--- src/spsl_pkg.sv ---
// types and constants for the servo slew limiter
`default_nettype none

package spsl_pkg;

    localparam int NUM_SLOTS  = 8;
    localparam int NUM_SERVOS = 8;
    localparam int SLOT_W     = 3;
    localparam int DUTY_W     = 14;
    localparam int STEP_W     = 10;
    localparam int ANGLE_W    = 13;
    localparam int CFG_IDX_W  = 2;

    // angle*25/72 as a multiply by a scaled reciprocal, exact for 12-bit angles
    localparam int RAW_W       = 11;
    localparam int ANGLE_MAG_W = ANGLE_W - 1;
    localparam int MULT_W      = 19;
    localparam int PROD_W      = ANGLE_MAG_W + MULT_W;
    localparam int ANGLE_SHIFT = 20;
    localparam logic [MULT_W-1:0] ANGLE_MULT = 19'd364089;

    localparam logic [DUTY_W-1:0] DUTY_BASE      = 14'd250;
    localparam logic [DUTY_W-1:0] DUTY_MIN_RST   = 14'd250;
    localparam logic [DUTY_W-1:0] DUTY_MAX_RST   = 14'd1250;
    localparam logic [STEP_W-1:0] NEAR_THR_RST   = 10'd10;
    localparam logic [STEP_W-1:0] COARSE_STEP_RST = 10'd10;

    typedef logic [DUTY_W-1:0] duty_t;
    typedef duty_t duty_arr_t [NUM_SLOTS];

    // reset value of each current duty
    localparam duty_t CUR_INIT [NUM_SLOTS] = '{
        14'd500, 14'd0, 14'd500, 14'd750, 14'd750, 14'd750, 14'd500, 14'd500
    };

    typedef enum logic {
        KIND_SET  = 1'b0,
        KIND_TICK = 1'b1
    } spsl_kind_t;

    typedef enum logic [CFG_IDX_W-1:0] {
        REG_DUTY_MIN    = 2'd0,
        REG_DUTY_MAX    = 2'd1,
        REG_NEAR_THR    = 2'd2,
        REG_COARSE_STEP = 2'd3
    } spsl_reg_t;

    typedef struct packed {
        logic [DUTY_W-1:0] duty_min;
        logic [DUTY_W-1:0] duty_max;
        logic [STEP_W-1:0] near_threshold;
        logic [STEP_W-1:0] coarse_step;
    } spsl_cfg_t;

endpackage

`default_nettype wire

--- src/servo_pwm_slew_limiter_core.sv ---
// servo duty slew limiter: top level
// Usage:
//   Input channel (s_*): one transaction per item. s_kind selects a set item,
//   which converts s_angle (signed Q8.4 degrees) into a clamped target duty
//   for servo s_servo_index (negative angles are ignored), or a tick item,
//   which steps all eight current duties toward their targets.
//   Result channel (m_*): exactly one transaction per item, carrying all
//   eight current duties and m_all_settled.
//   Config channel (cfg_*): always ready; index 0 duty_min, 1 duty_max,
//   2 near_threshold, 3 coarse_step. Write only while the block is idle.
// Timing:
//   An item is held in the input register, then the state and the
//   result register update together once the result register frees up.
//   One item per cycle is sustained while m_ready stays high; the angle
//   multiplier sits ahead of the input register, the slew and clamp logic
//   between it and the result register.
// Reset (aresetn low, synchronous): targets go to 250, duties to their
//   start values, registers to their defaults, both pipeline stages empty.
// Stall: a held result keeps m_* steady; one more item is still taken into
//   the input register, after which s_ready drops until m_ready returns.
`default_nettype none

module servo_pwm_slew_limiter_core
    import spsl_pkg::*;
(
    input  wire                   aclk,
    input  wire                   aresetn,
    // config write channel
    input  wire                   cfg_valid,
    output logic                  cfg_ready,
    input  wire [CFG_IDX_W-1:0]   cfg_index,
    input  wire [DUTY_W-1:0]      cfg_data,
    // input channel
    input  wire                   s_valid,
    output logic                  s_ready,
    input  wire                   s_kind,
    input  wire [SLOT_W-1:0]      s_servo_index,
    input  wire signed [ANGLE_W-1:0] s_angle,
    // result channel
    output logic                  m_valid,
    input  wire                   m_ready,
    output logic                  m_all_settled,
    output logic [DUTY_W-1:0]     m_duty_0,
    output logic [DUTY_W-1:0]     m_duty_1,
    output logic [DUTY_W-1:0]     m_duty_2,
    output logic [DUTY_W-1:0]     m_duty_3,
    output logic [DUTY_W-1:0]     m_duty_4,
    output logic [DUTY_W-1:0]     m_duty_5,
    output logic [DUTY_W-1:0]     m_duty_6,
    output logic [DUTY_W-1:0]     m_duty_7
);

    spsl_cfg_t   cfg_reg;
    logic        in_valid_reg;
    spsl_kind_t  in_kind_reg;
    logic [SLOT_W-1:0] in_idx_reg;
    logic        in_neg_reg;
    logic [RAW_W-1:0]  in_raw_reg;
    duty_arr_t   target_reg;
    duty_arr_t   current_reg;
    logic        out_valid_reg;
    logic        settled_reg;
    duty_arr_t   duty_reg;

    logic [PROD_W-1:0] angle_prod;
    logic        advance;
    duty_t       cand;
    duty_t       clamped;
    duty_arr_t   slewed;
    duty_arr_t   target_next;
    duty_arr_t   current_next;
    logic        settled_next;

    // config register writes
    assign cfg_ready = 1'b1;

    always_ff @(posedge aclk) begin
        if (!aresetn) begin
            cfg_reg.duty_min       <= DUTY_MIN_RST;
            cfg_reg.duty_max       <= DUTY_MAX_RST;
            cfg_reg.near_threshold <= NEAR_THR_RST;
            cfg_reg.coarse_step    <= COARSE_STEP_RST;
        end else if (cfg_valid && cfg_ready) begin
            unique case (spsl_reg_t'(cfg_index))
                REG_DUTY_MIN:    cfg_reg.duty_min       <= cfg_data;
                REG_DUTY_MAX:    cfg_reg.duty_max       <= cfg_data;
                REG_NEAR_THR:    cfg_reg.near_threshold <= cfg_data[STEP_W-1:0];
                REG_COARSE_STEP: cfg_reg.coarse_step    <= cfg_data[STEP_W-1:0];
                default: ;
            endcase
        end
    end

    // handshake: the input stage moves on when the result register frees up
    assign advance = in_valid_reg && (!out_valid_reg || m_ready);
    assign s_ready = !in_valid_reg || advance;

    // angle scaling ahead of the input register
    assign angle_prod = PROD_W'(s_angle[ANGLE_MAG_W-1:0]) * PROD_W'(ANGLE_MULT);

    always_ff @(posedge aclk) begin
        if (!aresetn) begin
            in_valid_reg <= 1'b0;
        end else if (s_ready) begin
            in_valid_reg <= s_valid;
        end
    end

    always_ff @(posedge aclk) begin
        if (s_valid && s_ready) begin
            in_kind_reg <= spsl_kind_t'(s_kind);
            in_idx_reg  <= s_servo_index;
            in_neg_reg  <= s_angle[ANGLE_W-1];
            in_raw_reg  <= angle_prod[ANGLE_SHIFT +: RAW_W];
        end
    end

    // target clamp: max first, then min
    always_comb begin
        cand    = {{(DUTY_W-RAW_W){1'b0}}, in_raw_reg} + DUTY_BASE;
        clamped = (cand > cfg_reg.duty_max) ? cfg_reg.duty_max : cand;
        if (clamped < cfg_reg.duty_min) begin
            clamped = cfg_reg.duty_min;
        end
    end

    // per-servo slew units
    for (genvar k = 0; k < NUM_SLOTS; k++) begin : g_chan
        spsl_channel u_chan (
            .cur      (current_reg[k]),
            .tgt      (target_reg[k]),
            .cfg      (cfg_reg),
            .cur_next (slewed[k])
        );
    end

    // next state and settled flag
    always_comb begin
        target_next  = target_reg;
        current_next = current_reg;
        settled_next = 1'b1;
        if (advance) begin
            case (in_kind_reg)
                KIND_SET: begin
                    if (!in_neg_reg && (int'(in_idx_reg) < NUM_SERVOS)) begin
                        target_next[in_idx_reg] = clamped;
                    end
                end
                KIND_TICK: begin
                    for (int k = 0; k < NUM_SLOTS; k++) begin
                        if (k < NUM_SERVOS) begin
                            current_next[k] = slewed[k];
                        end
                    end
                end
                default: ;
            endcase
        end
        for (int k = 0; k < NUM_SLOTS; k++) begin
            if ((k < NUM_SERVOS) && (current_next[k] != target_next[k])) begin
                settled_next = 1'b0;
            end
        end
    end

    // servo state
    always_ff @(posedge aclk) begin
        if (!aresetn) begin
            for (int k = 0; k < NUM_SLOTS; k++) begin
                target_reg[k]  <= DUTY_BASE;
                current_reg[k] <= CUR_INIT[k];
            end
        end else begin
            target_reg  <= target_next;
            current_reg <= current_next;
        end
    end

    // result register
    always_ff @(posedge aclk) begin
        if (!aresetn) begin
            out_valid_reg <= 1'b0;
        end else if (advance) begin
            out_valid_reg <= 1'b1;
        end else if (m_ready) begin
            out_valid_reg <= 1'b0;
        end
    end

    always_ff @(posedge aclk) begin
        if (advance) begin
            settled_reg <= settled_next;
            for (int k = 0; k < NUM_SLOTS; k++) begin
                duty_reg[k] <= (k < NUM_SERVOS) ? current_next[k] : '0;
            end
        end
    end

    assign m_valid       = out_valid_reg;
    assign m_all_settled = settled_reg;
    assign m_duty_0      = duty_reg[0];
    assign m_duty_1      = duty_reg[1];
    assign m_duty_2      = duty_reg[2];
    assign m_duty_3      = duty_reg[3];
    assign m_duty_4      = duty_reg[4];
    assign m_duty_5      = duty_reg[5];
    assign m_duty_6      = duty_reg[6];
    assign m_duty_7      = duty_reg[7];

endmodule

`default_nettype wire

--- src/spsl_channel.sv ---
// one servo channel: a single slew step of the current duty toward its target
`default_nettype none

module spsl_channel
    import spsl_pkg::*;
(
    input  wire duty_t     cur,
    input  wire duty_t     tgt,
    input  wire spsl_cfg_t cfg,
    output duty_t          cur_next
);

    duty_t gap;
    duty_t coarse;
    duty_t mag;
    logic  above;

    // distance to target and step size
    always_comb begin
        above  = cur > tgt;
        gap    = above ? (cur - tgt) : (tgt - cur);
        coarse = {{(DUTY_W-STEP_W){1'b0}}, cfg.coarse_step};
        if (gap > {{(DUTY_W-STEP_W){1'b0}}, cfg.near_threshold}) begin
            mag = (coarse > gap) ? gap : coarse;
        end else if (gap == '0) begin
            mag = '0;
        end else begin
            mag = duty_t'(1);
        end
    end

    // move toward target, never past it
    assign cur_next = above ? (cur - mag) : (cur + mag);

endmodule

`default_nettype wire

--- config.mk ---
export PLATFORM = sky130hd
export DESIGN_NAME = servo_pwm_slew_limiter_core
export DESIGN_NICKNAME = d
export VERILOG_FILES = /design/src/spsl_pkg.sv /design/src/servo_pwm_slew_limiter_core.sv /design/src/spsl_channel.sv
export SDC_FILE = /design/constraint.sdc
export NUM_CORES = 2
export LEC_CHECK = 0
export BUFFER_PORTS_ARGS = -buffer_cell sky130_fd_sc_hd__buf_4
export CAP_MARGIN = 15
export CORE_AREA = 2 2 344 346
export CTS_CLUSTER_SIZE = 40
export DETAILED_ROUTE_END_ITERATION = 10
export DIE_AREA = 0 0 346 348
export HOLD_SLACK_MARGIN = 0.1
export PLACE_DENSITY = 0.63
export SYNTH_ARGS = -nofsm -noshare
export SYNTH_HDL_FRONTEND = slang
export SYNTH_HIERARCHICAL = 1
export SYNTH_SLANG_ARGS = --single-unit
--- constraint.sdc ---
create_clock -name aclk -period 19 [get_ports aclk]
set_input_delay 2.85 -clock aclk [delete_from_list [all_inputs] [get_ports aclk]]
set_output_delay 2.85 -clock aclk [all_outputs]
set_load 0.02 [all_outputs]
# After elaboration in Yosys (flattened, before gate mapping)
# Memory sizes are Yosys's and may differ from the RTL's.
# Cells that the tools add are included.
# totals
regBits	291
ramBits	112
input_bits	38
output_inout_bits	116
wordCells	179
n_memories	1
# memory_table
memory	depth	width	read_ports	rd_clocked_by_memory_dff	write_ports	line	rtl
duty_reg	8	14	8	0	8	servo_pwm_slew_limiter_core.sv:63	duty_arr_t duty_reg;
# classes
add_sub_neg	33
n_mul	1
magnitude_cmp	28
n_eq_ne	11
mux	55
n_bitwise	1
reduce_logical	22
# ops
cell	n
$mux 112	5
$mux 14	35
$sub 14x14->14	24
$add 14x14->14	8
$bwmux 112	1
$gt 10x14->1	8
$gt 14x10->1	8
$gt 14x14->1	8
$logic_not 14->1	8
$ne 14x14->1	8
$demux 14 s3	1
$mul 12x19->31 const B	1
$gt 12x14->1	1
$lt 14x14->1	1
$mux 1	13
$add 11x8->12 const B	1
$reduce_and 2->1	4
$reduce_or 7->1	1
$eq 2x2->1 const B	2
$ge 4x4->1 const B	1
$lt 4x1->1 const B	1
$not 3->4	1
$logic_and 1x1->1	3
$eq 2x1->1 const B	1
other kinds (4)	6

# Longest topological paths before layout
# logic_depth
ltp_word	11
depth_mapped	49
mapped_depth_nobuf	48

# By module
# The synthesis kept the hierarchy.
# modules_own_cells
module	instances	cells_each	area_per_inst_um2	seq_area_each_um2
servo_pwm_slew_limiter_core	1	2071	20462.1	9359.0
spsl_channel at g_chan[4].u_chan ...	3	470	3480.8	0.0
spsl_channel at g_chan[0].u_chan ...	3	430	3098.0	0.0
spsl_channel at g_chan[7].u_chan	1	445	3123.0	0.0
spsl_channel at g_chan[3].u_chan	1	414	2922.8	0.0

# Least setup slack after synthesis
# Ideal clock, no wire load.
# synth_path
path_type	register to register
startpoint	register current_reg[14] (netlist bit)
endpoint	register settled_reg, in the netlist m_all_settled (data pin)
setup_ns	0.134
arrival_ns	8.985
setup_slack_ns	9.882
stages_incl_launch_ff	47
path_buffers	2
period_less_slack_ns	9.118
path_cell_list	dfxtp_1 inv_1 ha_1 inv_1 fa_1 a21o_1 a31oi_4 or4_4 a21oi_4 buf_6 o22a_1 xor2_1 inv_1 ha_1 a21o_1 a21oi_1 nor2b_1 a2111oi_0 [... 11 more ...] a21oi_1 o21bai_1 a21oi_1 o21bai_1 a21oi_1 o21bai_1 a21oi_1 o21ai_0 xor2_1 mux2i_1 a21oi_1 o221ai_1 nor4_1 o311ai_0 or4_1 or4_1 nor4_1 and4_1
# synth_lines
item	line	rtl
from (decl)	servo_pwm_slew_limiter_core.sv:60	duty_arr_t current_reg;
from (signal, indexed assignment)	servo_pwm_slew_limiter_core.sv:171	current_reg[k] <= CUR_INIT[k];
from (signal assigned)	servo_pwm_slew_limiter_core.sv:175	current_reg <= current_next;
to (signal assigned)	servo_pwm_slew_limiter_core.sv:192	settled_reg <= settled_next;
to (decl)	servo_pwm_slew_limiter_core.sv:62	logic settled_reg;

==> results.yml <==
global_routing:
  track_usage: 0.272
  use_met1: 0.376
  grt-ovfl-total: 0
  grtUsageMet3: 0.0416
  grtUsageMet2: 0.413
  grt_max_degree: 80
  grt-busiest-layer: "met2"
  grt_pass1_vias: 40434
  grt_pass1_wl_um: 254000
  grt_antenna_before_repair: 10
cells_and_area:
  multi_input_area_um2: 33300
  syn_to_final_growth_pct: 9.26
  drive_above_1_share: 0.0974
  antenna_cells: 0
  fillers: 11806
  layout_commonest_cell: "inv_1"
  mostFrequentLayoutCells: "inv_1, ha_1, a21oi_1"
  regArea_um2: 9370
  num-nets-final: 6408
clocking:
  cts_resized: 0
  cts_setup_buffers: 0
  numCtsBuffers: 50
  cts_root_buffer: "clkbuf_16"
  cts_hold_buf: 0
  numClockSinks: 403
  htreeDepth: 2
  cts_tree: "done"
  clk_latency_ps: 650
  cts.path.max_buffers: 3
  path_clk_slew_ps: 70
route:
  avgViaCountPerCell: 5.95
  firstDrtPassIters: 8
  dr.first_iter.drc_count: 4639
  vias: 43309
  final_antenna_net_count: 0
  routedWlPerCell_um: 23.4
  post-route-drc-count: 0
  drt-total-wl_um: 170000
floorplanning:
  initial_core_util: 0.395
  rows: 126
  die_x_um: 346
  pin_count: 154
  fp.dieH_um: 348
  core_area_um2: 117000
  die-area_um2: 120000
setup_path:
  critPathMaxFanout: 17
  cp_slowest_cell: "o21ai_4"
  end_kind: "flop"
  critPathKind: "reg2reg"
  r2r_start: "target_reg[84]"
  crit_path_start: "target_reg[84]"
  cpPeakStageDelay_ps: 580
  rrSetupSlack_ps: 7550
  cp-start-kind: "flop"
  worstPathArrival_ps: 11950
  cp_common_cell: "a21oi_1"
  worstPathRequired_ps: 19490
synthesis:
  synthTopCellsByArea: "ha_1, dfxtp_1, edfxtp_1, inv_1, a21oi_1"
  synth_xor_area_frac: 0.0636
  synth_simple_gate_area_frac: 0.166
  synth_warnings: 6
  syn_area_per_cell_um2: 8.21
  synth-seq-cells: 403
  synth.distinct_cells: 129
  async_flop_share: 0
  synthMuxAreaShare: 0.0591
  synthCells: 5630
  synth_compound_area_frac: 0.234
  synth_fa_ha_area_frac: 0.196
  netlist.area_leader.share: 0.160
  netlist_area_um2: 46200
  ys_seq_area_frac: 0.202
  synth-edff-count: 129
  synth_top_family_by_area: "compound AO/OA/AOI/OAI gates"
  synthFlopType: "dfxtp_1"
  yosysTopAreaCell: "ha_1"
sta:
  skew_ps: 45.5
  post-route-period-util: 0.603
  slew_viol_final: 0
  tightest_slew_ps: 1110
  hold_slack_ps: 456
  fin_crit_ps: 11450
  setup_violations: 0
  tns_ps: 0
  clock.fmax_mhz: 87.3
  slew_headroom: 0.244
  rsz0062_at_grt: "false"
  finalHoldViolCount: 0
placement:
  dp_hpwl_um: 134000
  gp_congestion: 0.990
  numPortBuffers: 152
flow_run:
  maxCapViolCount: 0
worst_hold_path:
  hp-class: "reg2reg"
  hp-start: "cfg_reg[36]"
status:
  status: "complete, no violations"
-- path summary, 6_finish.rpt --
path | to | cells after the start
setup / recovery | m_all_settled | 42
hold / removal | cfg_reg[36] | 2
setup reg to reg | m_all_settled | 42
hold reg to reg | cfg_reg[36] | 2
-- cells by family after synthesis --
group / after synthesis
compound gates: 1575
fa+ha+maj: 675
flops: 403
other cells: 2
buf+inv: 901
xor+xnor: 331
simple gates: 1482
mux: 261
-- routing by layer --
metal | share of wire | vias up
met4 | 0.057 | 0
met5 | 0 | -
met2 | 0.42 | 2002
met3 | 0.084 | 374
li1 | - | 20241
met1 | 0.44 | 20692
-- cells in the mapped netlist, types with 29 or more instances --
library cell,number
inv_1,688
ha_1,591
a21oi_1,431
nor2_1,407
nand2_1,372
dfxtp_1,274
o21ai_0,261
xnor2_1,221
mux2i_1,204
a21o_1,162
edfxtp_1,129
xor2_1,107
clkbuf_1,103
nor3_1,101
nand3_1,84
fa_1,81
o21bai_1,77
nand4_1,68
nor4_1,68
o21a_1,63
a211oi_1,62
a31oi_1,60
buf_2,54
a22oi_1,53
nand2b_1,52
o211ai_1,47
and2_1,44
and3_1,41
mux2_2,37
o31ai_1,33
nor2b_1,31
or2_2,31
or3_1,29
-- final cells by class --
class / count / share of cell area
clock inverter: 34 / 0.00735
multi-input combinational: 4327 / 0.658
timing repair buffer: 226 / 0.0337
sequential: 403 / 0.185
inverter: 690 / 0.0513
clock buffer: 60 / 0.0261
tap: 1536 / 0.0380
-- worst max-delay path, delay by kind of cell (launching register included) --
kind	cells	cell delay (ps)
AO/OA/AOI/OAI	21	5320
AND/OR/NAND/NOR	9	2200
adder cells (fa/ha/maj)	5	1600
multiplexers	2	860
XOR/XNOR	3	740
flip-flops	1	400
buffers and inverters	2	170
-- stage by stage --
stage,setup slack (ps),cell area (um2),util,std cells
2_1_floorplan,9880,46200,-,5631
3_3_place_gp,7720,48800,0.417,7179
3_5_place_dp,7630,48800,0.417,7179
4_1_cts,7540,50500,0.432,7273
5_1_grt,6760,50500,0.432,7276
6_report,7550,50500,0.432,7276
Power is not shown: default switching activity piles up to over one toggle a cycle in this logic, so the estimate is an artifact.
